--- src/rtl/assert_macros.svh ---
// ----------------------------------------------------------------------------
// assert_macros.svh
// Assertion macros shared by the rtl; compiled out when SYNTH is defined
// ----------------------------------------------------------------------------
`ifndef ASSERT_MACROS_SVH
`define ASSERT_MACROS_SVH

`ifndef SYNTH

// property that holds at every clock edge outside reset
`define ASSERT_ALWAYS(lbl, clk, rstn, prop) \
  lbl: assert property (@(posedge clk) disable iff (!(rstn)) (prop)) \
    else $error("%m: assertion failed");

// condition that implies a consequence in the same cycle
`define ASSERT_IMPLY(lbl, clk, rstn, ante, cons) \
  lbl: assert property (@(posedge clk) disable iff (!(rstn)) (ante) |-> (cons)) \
    else $error("%m: assertion failed");

`else

`define ASSERT_ALWAYS(lbl, clk, rstn, prop)
`define ASSERT_IMPLY(lbl, clk, rstn, ante, cons)

`endif

`endif

--- src/rtl/jsu_pkg.sv ---
// ----------------------------------------------------------------------------
// jsu_pkg
// Types and constants of the json string unescaper
// ----------------------------------------------------------------------------
package jsu_pkg;

  // result kinds
  localparam logic [1:0] KindByte = 2'd0;
  localparam logic [1:0] KindDone = 2'd1;
  localparam logic [1:0] KindErr  = 2'd2;

  // error codes
  localparam logic [2:0] ErrNone         = 3'd0;
  localparam logic [2:0] ErrExpectQuote  = 3'd1;
  localparam logic [2:0] ErrBadEscape    = 3'd2;
  localparam logic [2:0] ErrBadHex       = 3'd3;
  localparam logic [2:0] ErrUnterminated = 3'd4;
  localparam logic [2:0] ErrEscapeAtEnd  = 3'd5;
  localparam logic [2:0] ErrHexShort     = 3'd6;

  // input command
  localparam logic CmdData = 1'b0;
  localparam logic CmdEnd  = 1'b1;

  // characters of interest
  localparam logic [7:0] ChQuote  = 8'h22;
  localparam logic [7:0] ChBslash = 8'h5c;
  localparam logic [7:0] ChSlash  = 8'h2f;
  localparam logic [7:0] ChSpace  = 8'h20;
  localparam logic [7:0] ChTab    = 8'h09;
  localparam logic [7:0] ChCr     = 8'h0d;
  localparam logic [7:0] ChLf     = 8'h0a;
  localparam logic [7:0] ChB      = 8'h62;
  localparam logic [7:0] ChF      = 8'h66;
  localparam logic [7:0] ChN      = 8'h6e;
  localparam logic [7:0] ChR      = 8'h72;
  localparam logic [7:0] ChT      = 8'h74;
  localparam logic [7:0] ChU      = 8'h75;
  localparam logic [7:0] ChBs     = 8'h08;
  localparam logic [7:0] ChFf     = 8'h0c;

  // utf-8 limits and marks
  localparam logic [15:0] Utf8Max1 = 16'h007f;
  localparam logic [15:0] Utf8Max2 = 16'h07ff;
  localparam logic [7:0]  Utf8Lead2 = 8'hc0;
  localparam logic [7:0]  Utf8Lead3 = 8'he0;
  localparam logic [7:0]  Utf8Cont  = 8'h80;

  // result queue
  localparam int unsigned MaxResults = 3;
  localparam int unsigned FifoAw     = 3;
  localparam int unsigned FifoDepth  = 2 ** FifoAw;
  localparam logic [FifoAw:0] FifoRoomLimit = (FifoAw + 1)'(FifoDepth - MaxResults);
  localparam logic [FifoAw:0] FifoFull      = (FifoAw + 1)'(FifoDepth);

  // one result word
  typedef struct packed {
    logic       last;
    logic [2:0] err;
    logic [1:0] kind;
    logic [7:0] data;
  } result_t;

endpackage

--- src/rtl/json_string_unescaper_core.sv ---
// ----------------------------------------------------------------------------
// json_string_unescaper_core
// Decodes a json string literal from a byte stream into utf-8 bytes
// ----------------------------------------------------------------------------
// Each input word is taken into an input register and decoded from there,
// once the queue has room, into up to three result words, which go into an
// eight-entry result queue. A new word is taken every cycle while the queue
// has room for three more results, so plain bytes run at one word per cycle
// and pass through the input register and the result queue; across a \u
// escape the six input words give up to three results; the queue drains
// one result per cycle, which sets the sustained rate when the output is busy.
`include "assert_macros.svh"

module json_string_unescaper_core
  import jsu_pkg::*;
(
  input  logic        clk_i,
  input  logic        rst_ni,
  // input stream
  input  logic        s_axis_tvalid,
  output logic        s_axis_tready,
  input  logic [7:0]  s_axis_tdata,   // [7:0] in_byte
  input  logic        s_axis_tuser,   // [0] command
  // result stream
  output logic        m_axis_tvalid,
  input  logic        m_axis_tready,
  output logic [15:0] m_axis_tdata,   // [7:0] out_byte, [10:8] error_code, zero pad
  output logic [1:0]  m_axis_tuser,   // [1:0] kind
  output logic        m_axis_tlast    // last_of_run
);

  typedef enum logic [1:0] {
    PhSeek,
    PhBody,
    PhEsc,
    PhHex
  } phase_e;

  // input register
  logic       in_valid_q, in_valid_d;
  logic       in_cmd_q;
  logic [7:0] in_byte_q;

  // decoder state
  phase_e      phase_q, phase_d;
  logic [1:0]  hex_cnt_q, hex_cnt_d;
  logic [15:0] cp_q, cp_d;
  logic        bad_q, bad_d;

  // result queue
  result_t           fifo_q [FifoDepth];
  logic [FifoAw-1:0] wr_q, wr_d;
  logic [FifoAw-1:0] rd_q, rd_d;
  logic [FifoAw:0]   cnt_q, cnt_d;

  logic    proc;
  logic    pop;
  logic    accept;
  result_t res [MaxResults];
  logic [1:0] n_res;
  logic [1:0] n_push;

  // hex digit decode
  logic        is_hex;
  logic [3:0]  hex_val;
  logic [15:0] cp_next;

  always_comb begin
    is_hex  = 1'b1;
    hex_val = 4'd0;
    if (in_byte_q >= 8'h30 && in_byte_q <= 8'h39) begin
      hex_val = 4'(in_byte_q - 8'h30);
    end else if (in_byte_q >= 8'h61 && in_byte_q <= 8'h66) begin
      hex_val = 4'(in_byte_q - 8'h57);
    end else if (in_byte_q >= 8'h41 && in_byte_q <= 8'h46) begin
      hex_val = 4'(in_byte_q - 8'h37);
    end else begin
      is_hex = 1'b0;
    end
    cp_next = {cp_q[11:0], hex_val};
  end

  // handshake and queue room
  assign proc          = in_valid_q && (cnt_q <= FifoRoomLimit);
  assign s_axis_tready = !in_valid_q || proc;
  assign accept        = s_axis_tvalid && s_axis_tready;
  assign m_axis_tvalid = (cnt_q != '0);
  assign pop           = m_axis_tvalid && m_axis_tready;

  // decode one word into results and next state
  always_comb begin
    logic [7:0] esc_byte;
    logic       esc_ok;
    for (int i = 0; i < MaxResults; i++) begin
      res[i] = '0;
    end
    n_res     = 2'd0;
    phase_d   = phase_q;
    hex_cnt_d = hex_cnt_q;
    cp_d      = cp_q;
    bad_d     = bad_q;
    esc_byte  = 8'h00;
    esc_ok    = 1'b1;

    if (in_cmd_q == CmdEnd) begin
      res[0].kind = KindErr;
      unique case (phase_q)
        PhBody:  res[0].err = ErrUnterminated;
        PhEsc:   res[0].err = ErrEscapeAtEnd;
        PhHex:   res[0].err = ErrHexShort;
        default: res[0].err = ErrExpectQuote;
      endcase
      n_res = 2'd1;
    end else begin
      unique case (phase_q)
        PhSeek: begin
          if (in_byte_q == ChQuote) begin
            phase_d = PhBody;
          end else if (!(in_byte_q == ChSpace || in_byte_q == ChTab ||
                         in_byte_q == ChCr || in_byte_q == ChLf)) begin
            res[0].kind = KindErr;
            res[0].err  = ErrExpectQuote;
            n_res       = 2'd1;
          end
        end
        PhBody: begin
          if (in_byte_q == ChQuote) begin
            res[0].kind = KindDone;
            n_res       = 2'd1;
            phase_d     = PhSeek;
          end else if (in_byte_q == ChBslash) begin
            phase_d = PhEsc;
          end else begin
            res[0].kind = KindByte;
            res[0].data = in_byte_q;
            n_res       = 2'd1;
          end
        end
        PhEsc: begin
          case (in_byte_q)
            ChQuote:  esc_byte = ChQuote;
            ChBslash: esc_byte = ChBslash;
            ChSlash:  esc_byte = ChSlash;
            ChB:      esc_byte = ChBs;
            ChF:      esc_byte = ChFf;
            ChN:      esc_byte = ChLf;
            ChR:      esc_byte = ChCr;
            ChT:      esc_byte = ChTab;
            default:  esc_ok   = 1'b0;
          endcase
          if (in_byte_q == ChU) begin
            phase_d   = PhHex;
            hex_cnt_d = 2'd0;
            cp_d      = '0;
            bad_d     = 1'b0;
          end else if (esc_ok) begin
            res[0].kind = KindByte;
            res[0].data = esc_byte;
            n_res       = 2'd1;
            phase_d     = PhBody;
          end else begin
            res[0].kind = KindErr;
            res[0].err  = ErrBadEscape;
            n_res       = 2'd1;
          end
        end
        PhHex: begin
          cp_d  = cp_next;
          bad_d = bad_q || !is_hex;
          if (hex_cnt_q != 2'd3) begin
            hex_cnt_d = hex_cnt_q + 2'd1;
          end else if (bad_d) begin
            res[0].kind = KindErr;
            res[0].err  = ErrBadHex;
            n_res       = 2'd1;
          end else begin
            // utf-8 encoding of the gathered code point
            phase_d   = PhBody;
            hex_cnt_d = 2'd0;
            cp_d      = '0;
            if (cp_next <= Utf8Max1) begin
              res[0].data = cp_next[7:0];
              n_res       = 2'd1;
            end else if (cp_next <= Utf8Max2) begin
              res[0].data = Utf8Lead2 | {3'b000, cp_next[10:6]};
              res[1].data = Utf8Cont | {2'b00, cp_next[5:0]};
              n_res       = 2'd2;
            end else begin
              res[0].data = Utf8Lead3 | {4'b0000, cp_next[15:12]};
              res[1].data = Utf8Cont | {2'b00, cp_next[11:6]};
              res[2].data = Utf8Cont | {2'b00, cp_next[5:0]};
              n_res       = 2'd3;
            end
          end
        end
        default: phase_d = PhSeek;
      endcase
    end

    // done and errors send the decoder back to seeking
    if (res[0].kind != KindByte) begin
      phase_d   = PhSeek;
      hex_cnt_d = 2'd0;
      cp_d      = '0;
      bad_d     = 1'b0;
    end

    // mark the final result of the word
    for (int i = 0; i < MaxResults; i++) begin
      res[i].last = (2'(i) == n_res - 2'd1) && (n_res != 2'd0);
    end
  end

  // queue pointers and input register next values
  always_comb begin
    n_push     = proc ? n_res : 2'd0;
    wr_d       = wr_q + FifoAw'(n_push);
    rd_d       = rd_q + FifoAw'(pop);
    cnt_d      = cnt_q + (FifoAw + 1)'(n_push) - (FifoAw + 1)'(pop);
    in_valid_d = accept ? 1'b1 : (proc ? 1'b0 : in_valid_q);
  end

  // state, input register and result queue
  always_ff @(posedge clk_i or negedge rst_ni) begin
    if (!rst_ni) begin
      in_valid_q <= 1'b0;
      phase_q    <= PhSeek;
      hex_cnt_q  <= 2'd0;
      cp_q       <= '0;
      bad_q      <= 1'b0;
      wr_q       <= '0;
      rd_q       <= '0;
      cnt_q      <= '0;
    end else begin
      in_valid_q <= in_valid_d;
      wr_q       <= wr_d;
      rd_q       <= rd_d;
      cnt_q      <= cnt_d;
      if (proc) begin
        phase_q   <= phase_d;
        hex_cnt_q <= hex_cnt_d;
        cp_q      <= cp_d;
        bad_q     <= bad_d;
      end
    end
  end

  // payload registers
  always_ff @(posedge clk_i) begin
    if (accept) begin
      in_cmd_q  <= s_axis_tuser;
      in_byte_q <= s_axis_tdata;
    end
    for (int i = 0; i < MaxResults; i++) begin
      if (2'(i) < n_push) begin
        fifo_q[wr_q + FifoAw'(i)] <= res[i];
      end
    end
  end

  // result stream
  assign m_axis_tdata = {5'b00000, fifo_q[rd_q].err, fifo_q[rd_q].data};
  assign m_axis_tuser = fifo_q[rd_q].kind;
  assign m_axis_tlast = fifo_q[rd_q].last;

  // assertions
  `ASSERT_ALWAYS(a_cnt_bound, clk_i, rst_ni, cnt_q <= FifoFull)
  `ASSERT_IMPLY(a_room_on_proc, clk_i, rst_ni, in_valid_q && s_axis_tready,
                cnt_q <= FifoRoomLimit)
  `ASSERT_IMPLY(a_hex_idle, clk_i, rst_ni, phase_q != PhHex,
                hex_cnt_q == 2'd0 && !bad_q)
  `ASSERT_IMPLY(a_end_is_last, clk_i, rst_ni,
                m_axis_tvalid && m_axis_tuser != KindByte, m_axis_tlast)

endmodule

--- config.mk ---
export PLATFORM = sky130hd
export DESIGN_NAME = json_string_unescaper_core
export DESIGN_NICKNAME = d
export VERILOG_FILES = /design/src/rtl/jsu_pkg.sv /design/src/rtl/json_string_unescaper_core.sv
export VERILOG_INCLUDE_DIRS = /design/src /design/src/rtl
export SDC_FILE = /design/constraint.sdc
export NUM_CORES = 1
export LEC_CHECK = 0
export BUFFER_PORTS_ARGS = -buffer_cell sky130_fd_sc_hd__buf_2
export CORE_ASPECT_RATIO = 1.4
export CORE_MARGIN = 2
export CORE_UTILIZATION = 50
export DETAILED_ROUTE_END_ITERATION = 10
export PLACE_DENSITY = 0.67
export SLEW_MARGIN = 25
export SYNTH_ARGS = -nofsm -noshare
export SYNTH_HDL_FRONTEND = slang
export SYNTH_SLANG_ARGS = --single-unit
export TNS_END_PERCENT = 50
--- constraint.sdc ---
create_clock -name clk_i -period 8.4 [get_ports clk_i]
set_clock_uncertainty 0.2 [all_clocks]
set_input_delay 1.26 -clock clk_i [delete_from_list [all_inputs] [get_ports clk_i]]
set_output_delay 1.26 -clock clk_i [all_outputs]
set_load 0.03 [all_outputs]
Word-level counts from Yosys, hierarchy flattened:

Memory sizes are Yosys's and may differ from the RTL's.
Cells that the tools add are included.

* order comparisons: 12
* multiplexer cells: 88
* add/subtract/negate cells: 11
* eq/ne operators: 27
* reductions and logical operators: 27

Operator list (count)
* 8-bit 2-to-1 mux: 17
* 12-bit 2-to-1 mux: 6
* 8-bit by 7-bit equality test with 1-bit output, second input constant: 7
* 7-bit one-hot mux with 8 select lines: 1
* 2-bit 2-to-1 mux: 22
* 8-bit by 4-bit equality test with 1-bit output, second input constant: 3
* 8-bit by 6-bit equality test with 1-bit output, second input constant: 3
* 12-bit one-hot mux with 2 select lines: 1
* 2-bit one-hot mux with 4 select lines: 3
* 8-bit one-hot mux with 3 select lines: 1
* 1-bit 2-to-1 mux: 23
* 3-bit one-hot mux with 3 select lines: 2
* 8-bit by 7-bit >= comparator with 1-bit output, second input constant: 2
* 16-bit by 11-bit less-or-equal comparator with 1-bit output, second input constant: 1
* 16-bit by 7-bit less-or-equal comparator with 1-bit output, second input constant: 1
* 8-bit by 7-bit less-or-equal comparator with 1-bit output, second input constant: 2
* 4-bit 2-to-1 mux: 4
* 13-bit 2-to-1 mux: 1
* 6-bit 2-to-1 mux: 2
* 3-bit != test, second input constant: 4
* 4-bit != test, second input constant: 3
* 1-bit logical AND: 9
* 8-bit by 6-bit >= comparator with 1-bit output, second input constant: 1
* 8-bit by 6-bit less-or-equal comparator with 1-bit output, second input constant: 1
* 33 further kinds: 45

* RAM bits: 112
* input port bits: 13
* memories: 1
* word-level logic and storage cells: 176
* bits in registers: 37

Memory list
* fifo_q: words 8, bits a word 14, rd ports 1, clocked after Yosys merged registers in 0, write ports 3, RTL line json_string_unescaper_core.sv:51 `result_t fifo_q [FifoDepth];`

Depth between registers and ports, before layout:

* word-level depth: 16
* depth in mapped cells: 17
* gate-level depth less buffers: 14

Worst setup path after synthesis:

No wires, ideal clock.

* path type: reg-to-reg
* start: register phase_q[0]
* end: register cnt_q[3]
* arrival time: 3.489 ns
* cell stages (with the launch flop): 16
* required time: 8.121 ns
* buffers on the path: 3
* path slack: 4.632 ns
* path through: dfrtp_1 inv_1 ha_1 clkbuf_1 or2_2 buf_1 a311o_1 a211oi_4 clkbuf_1 nand2_1 ha_1 inv_1 ha_1 a21o_1 a21oi_1 xor2_1

* longest elaborated chain between the ends: 6

Ends and longest elaborated chain
* from (decl): RTL line json_string_unescaper_core.sv:45 `phase_e phase_q, phase_d;`
* from (signal assigned): RTL line json_string_unescaper_core.sv:227 `phase_q <= PhSeek;`
* from (signal assigned): RTL line json_string_unescaper_core.sv:240 `phase_q <= phase_d;`
* 2-bit equality test, or another cell as far along: RTL line json_string_unescaper_core.sv:115 `unique case (phase_q)`
* 2-bit one-hot mux with 4 select lines *: RTL line json_string_unescaper_core.sv:115
* 2-bit 2-to-1 mux *: RTL line json_string_unescaper_core.sv:105 `if (in_cmd_q == CmdEnd) begin`
* 2-bit 2-to-1 mux *: RTL line json_string_unescaper_core.sv:216 `n_push = proc ? n_res : 2'd0;`
* 4-bit by 2-bit adder with 4-bit output *: RTL line json_string_unescaper_core.sv:219 `cnt_d = cnt_q + (FifoAw + 1)'(n_push) - (FifoAw + 1)'(pop);`
* 4-bit by 1-bit subtractor with 4-bit output *: RTL line json_string_unescaper_core.sv:219
* via cnt_d[3]: RTL line json_string_unescaper_core.sv:54 `logic [FifoAw:0] cnt_q, cnt_d;`
* to (signal assigned): RTL line json_string_unescaper_core.sv:238 `cnt_q <= cnt_d;`
* to (decl): RTL line json_string_unescaper_core.sv:54

Mark *: on every way through the listed nets, which the timed path passes. The rest lies on a longest branch.
A chain may end at the register's enable or synchronous reset.

==> impl_metrics.csv <==
group,metric,value,unit
grt,grt_pass1_wl,41800,µm
grt,gr-usage-all-layers,0.301,
critical_path,cp.required,8.29,ns
final_layout,layout-drive-gt1-share,0.165,
critical_path,reg2reg_from,"in_byte_q[3]",
clock_tree,cts_setup_buffers,0,
clock_tree,htreeDepth,4,
routing,vias,7202,
critical_path,critPathMaxStageDelay,0.84,ns
timing,rsz0062_at_grt,"false",
routing,drc,0,
place,dpl.hpwl,20100,µm
hold_path,whs_path_depth,2,
clock_tree,clockBufferDepth,2,
grt,overflow,0,
place,placed_cells,1055,
power_and_ir_drop,pwr-share-comb,0.339,
critical_path,crit_arrival,4.70,ns
power_and_ir_drop,p_sw,1.06,mW
critical_path,reg2regPathDepth,7,
final_layout,diodes,0,
final_layout,final_nets,877,
floorplan,rows,57,
synthesis,avgSynthCellArea,10.6,µm²
critical_path,cp-end-kind,"flop",
grt,grt_max_degree,30,
routing,vias_per_cell,6.62,
synthesis,ys_seq_area_frac,0.436,
clock_tree,cts_tree,"done",
hold_path,min-delay-start,"fifo_q[7][10]",
grt,grt_pass1_vias,7072,
timing,tightest_slew,1.06,ns
synthesis,netlist_instances,835,
clock_tree,post_cts_resized,0,
final_layout,fillCellCount,1474,
synthesis,synth_most_common_cell,"nor2_1",
power_and_ir_drop,clkPwrFrac,0.282,
synthesis,synth_commonest_cells,"nor2_1 (101), nand2_1 (81), edfxtp_1 (73)",
timing,fmax,208,MHz
routing,avgRoutedWirePerCell,24.9,µm
final_layout,instances_no_fill,1088,
place,place.port_buffers,28,
floorplan,die_h,161,µm
power_and_ir_drop,ir_drop,0.000163,V
timing,finalCritPeriodShare,0.573,
power_and_ir_drop,seqPwrFrac,0.379,
final_layout,area_delta_synth_final,10.4,%
timing,fin_tns_setup,0,ns
critical_path,slowest_stage,"nor4_1",
critical_path,crit_type,"reg -> reg",
floorplan,dieArea,18800,µm²
timing,drv_slew,0,
power_and_ir_drop,power.leakage,3.46,nW
critical_path,r2r_end,"fifo_q[5][13]",
synthesis,synth_top_cell_by_area,"edfxtp_1",
synthesis,yosysTopAreaCellShare,0.248,
hold_path,whs_endpoint,"fifo_q[7][10]",
floorplan,ioPinCount,34,
clock_tree,clock_latency,0.43,ns
power_and_ir_drop,switching_share,0.379,
synthesis,ys_types,81,
timing,hold_slack,0.294,ns
synthesis,synth.area.top_cells,"edfxtp_1 (25%), dfxtp_1 (11%), dfrtp_1 (7.9%), mux4_2 (7.1%), mux2i_1 (6.3%)",
critical_path,r2r_slack,3.58,ns
floorplan,core,17300,µm²
floorplan,start_util,0.510,
power_and_ir_drop,p_int,1.73,mW
timing,slew_headroom,0.293,
routing,ant_nets,0,
floorplan,chipWidth,116,µm
clock_tree,ctsHoldBuffers,0,
timing,final-hold-violation-count,0,
final_layout,final_util,0.564,
synthesis,async_flop_share,0.188,
critical_path,path_cells,"or4b_4 > nor4_1 > nor3_1 > o21bai_2 > a31oi_2 > nand2_1 > nand3_1",
clock_tree,cts_made_buffers,17,
timing,finalSetupViolCount,0,
critical_path,path_max_fanout,14,
synthesis,synth_warnings,0,
place,routabilityCongestion,1.00,
power_and_ir_drop,pwr_density_cell,286,nW/µm²
synthesis,syn_area,8840,µm²
grt,antenna_found_initial,0,
routing,first_iter_violations,698,
routing,wirelength,27100,µm
run_status,status,"finished, final reports clean",
critical_path,cp-start-kind,"flop",
timing,min_period,4.82,ns
synthesis,synth_edf_count,73,
synthesis,ys.flop_type,"edfxtp_1",
clock_tree,clk_pin_slew,0.06,ns
clock_tree,cts_sinks,149,
routing,drtPass1Iterations,7,
hold_path,min_path_type,"reg -> reg",
clock_tree,root_buffer,"clkbuf_16",
synthesis,ys_seq_elements,149,
job,maxCapViolCount,0,
==> area by class of cell <==
cell class                      instances  area [µm²]  area share
Multi-Input combinational cell        614        4740       0.485
Sequential cell                       149        3860       0.395
Clock buffer                           20         467      0.0478
Tap cell                              236         295      0.0302
Timing Repair Buffer                   33         175      0.0179
Clock inverter                         12         141      0.0145
Inverter                               24        90.1     0.00922
==> worst max-delay path by stage <==
stage / slack (ns) / to / startpoint
2_1_floorplan: 4.63 / cnt_q[3] / phase_q[0]
5_1_grt: 3.33 / fifo_q[5][1] / in_byte_q[3]
3_5_place_dp: 3.77 / fifo_q[1][13] / in_byte_q[3]
4_1_cts: 3.75 / fifo_q[1][2] / in_byte_q[3]
3_3_place_gp: 3.83 / fifo_q[1][13] / in_byte_q[3]
6_report: 3.58 / fifo_q[5][13] / in_byte_q[3]
==> logic make-up (layout without fill, tap and decap cells) <==
kind of cell	count (synthesis)	count (layout)	synth area share
AO/OA/AOI/OAI	180	180	0.170
XOR/XNOR	6	6	0.00594
adder cells (fa/ha/maj)	25	25	0.0371
buffers and inverters	76	89	0.0382
flip-flops	149	149	0.436
multiplexers	98	98	0.152
other	1	5	0.000424
AND/OR/NAND/NOR	300	300	0.161
==> layer usage <==
metal / GRT usage / part of all wire / wire length [µm] / up-vias
li1: - / - / - / 3188
met1: 0.370 / 0.37 / 10100 / 3485
met2: 0.505 / 0.50 / 13600 / 417
met3: 0.0574 / 0.072 / 1950 / 112
met4: 0.142 / 0.051 / 1390 / 0
met5: 0 / 0 / 0 / -
==> worst max-delay path, delay by kind of cell (launching register included) <==
family | cells | cell delay, ns
DFF | 1 | 0.57
and+or+nand+nor | 5 | 2.39
AOI/OAI and AO/OA | 2 | 1.30
==> power groups by stage <==
stage,combinational [mW],sequential [mW],clock (mW)
2_1_floorplan,0.780,0.957,0
4_1_cts,0.943,1.06,0.791
3_5_place_dp,0.940,1.07,0
6_report,0.947,1.06,0.787
3_3_place_gp,0.915,1.06,0
5_1_grt,1.02,1.08,0.822
==> cells in the final DEF, fill, tap and decap left out, types with 23 or more instances in the layout <==
| master | count |
|---|---|
| ha_1 | 23 |
| nand2_1 | 81 |
| nand3_1 | 29 |
| nor2_1 | 101 |
| mux2i_1 | 56 |
| a21oi_1 | 26 |
| inv_1 | 24 |
| edfxtp_1 | 73 |
| buf_2 | 28 |
| dfxtp_1 | 48 |
| o221ai_1 | 29 |
| dfrtp_1 | 27 |
| mux4_2 | 28 |
==> metrics by stage <==
stage / setup slack [ns] / total power [mW] / area (µm²)
floorplan: 4.63 / 1.74 / 8860
CTS: 3.75 / 2.79 / 9730
detailed placement: 3.77 / 2.01 / 9120
global route: 3.33 / 2.92 / 9770
global placement: 3.83 / 1.98 / 9100
finish: 3.58 / 2.79 / 9770
==> sequential cells by signal, summed over array words and instances (netlist names) <==
signal and flops:
fifo_q 112, hex_cnt_q 2, cnt_q 4, in_valid_q 1, wr_q 3, in_cmd_q 1
cp_q 12, bad_q 1, phase_q 2, rd_q 3, in_byte_q 8
Power figures use the tool's default switching activity.
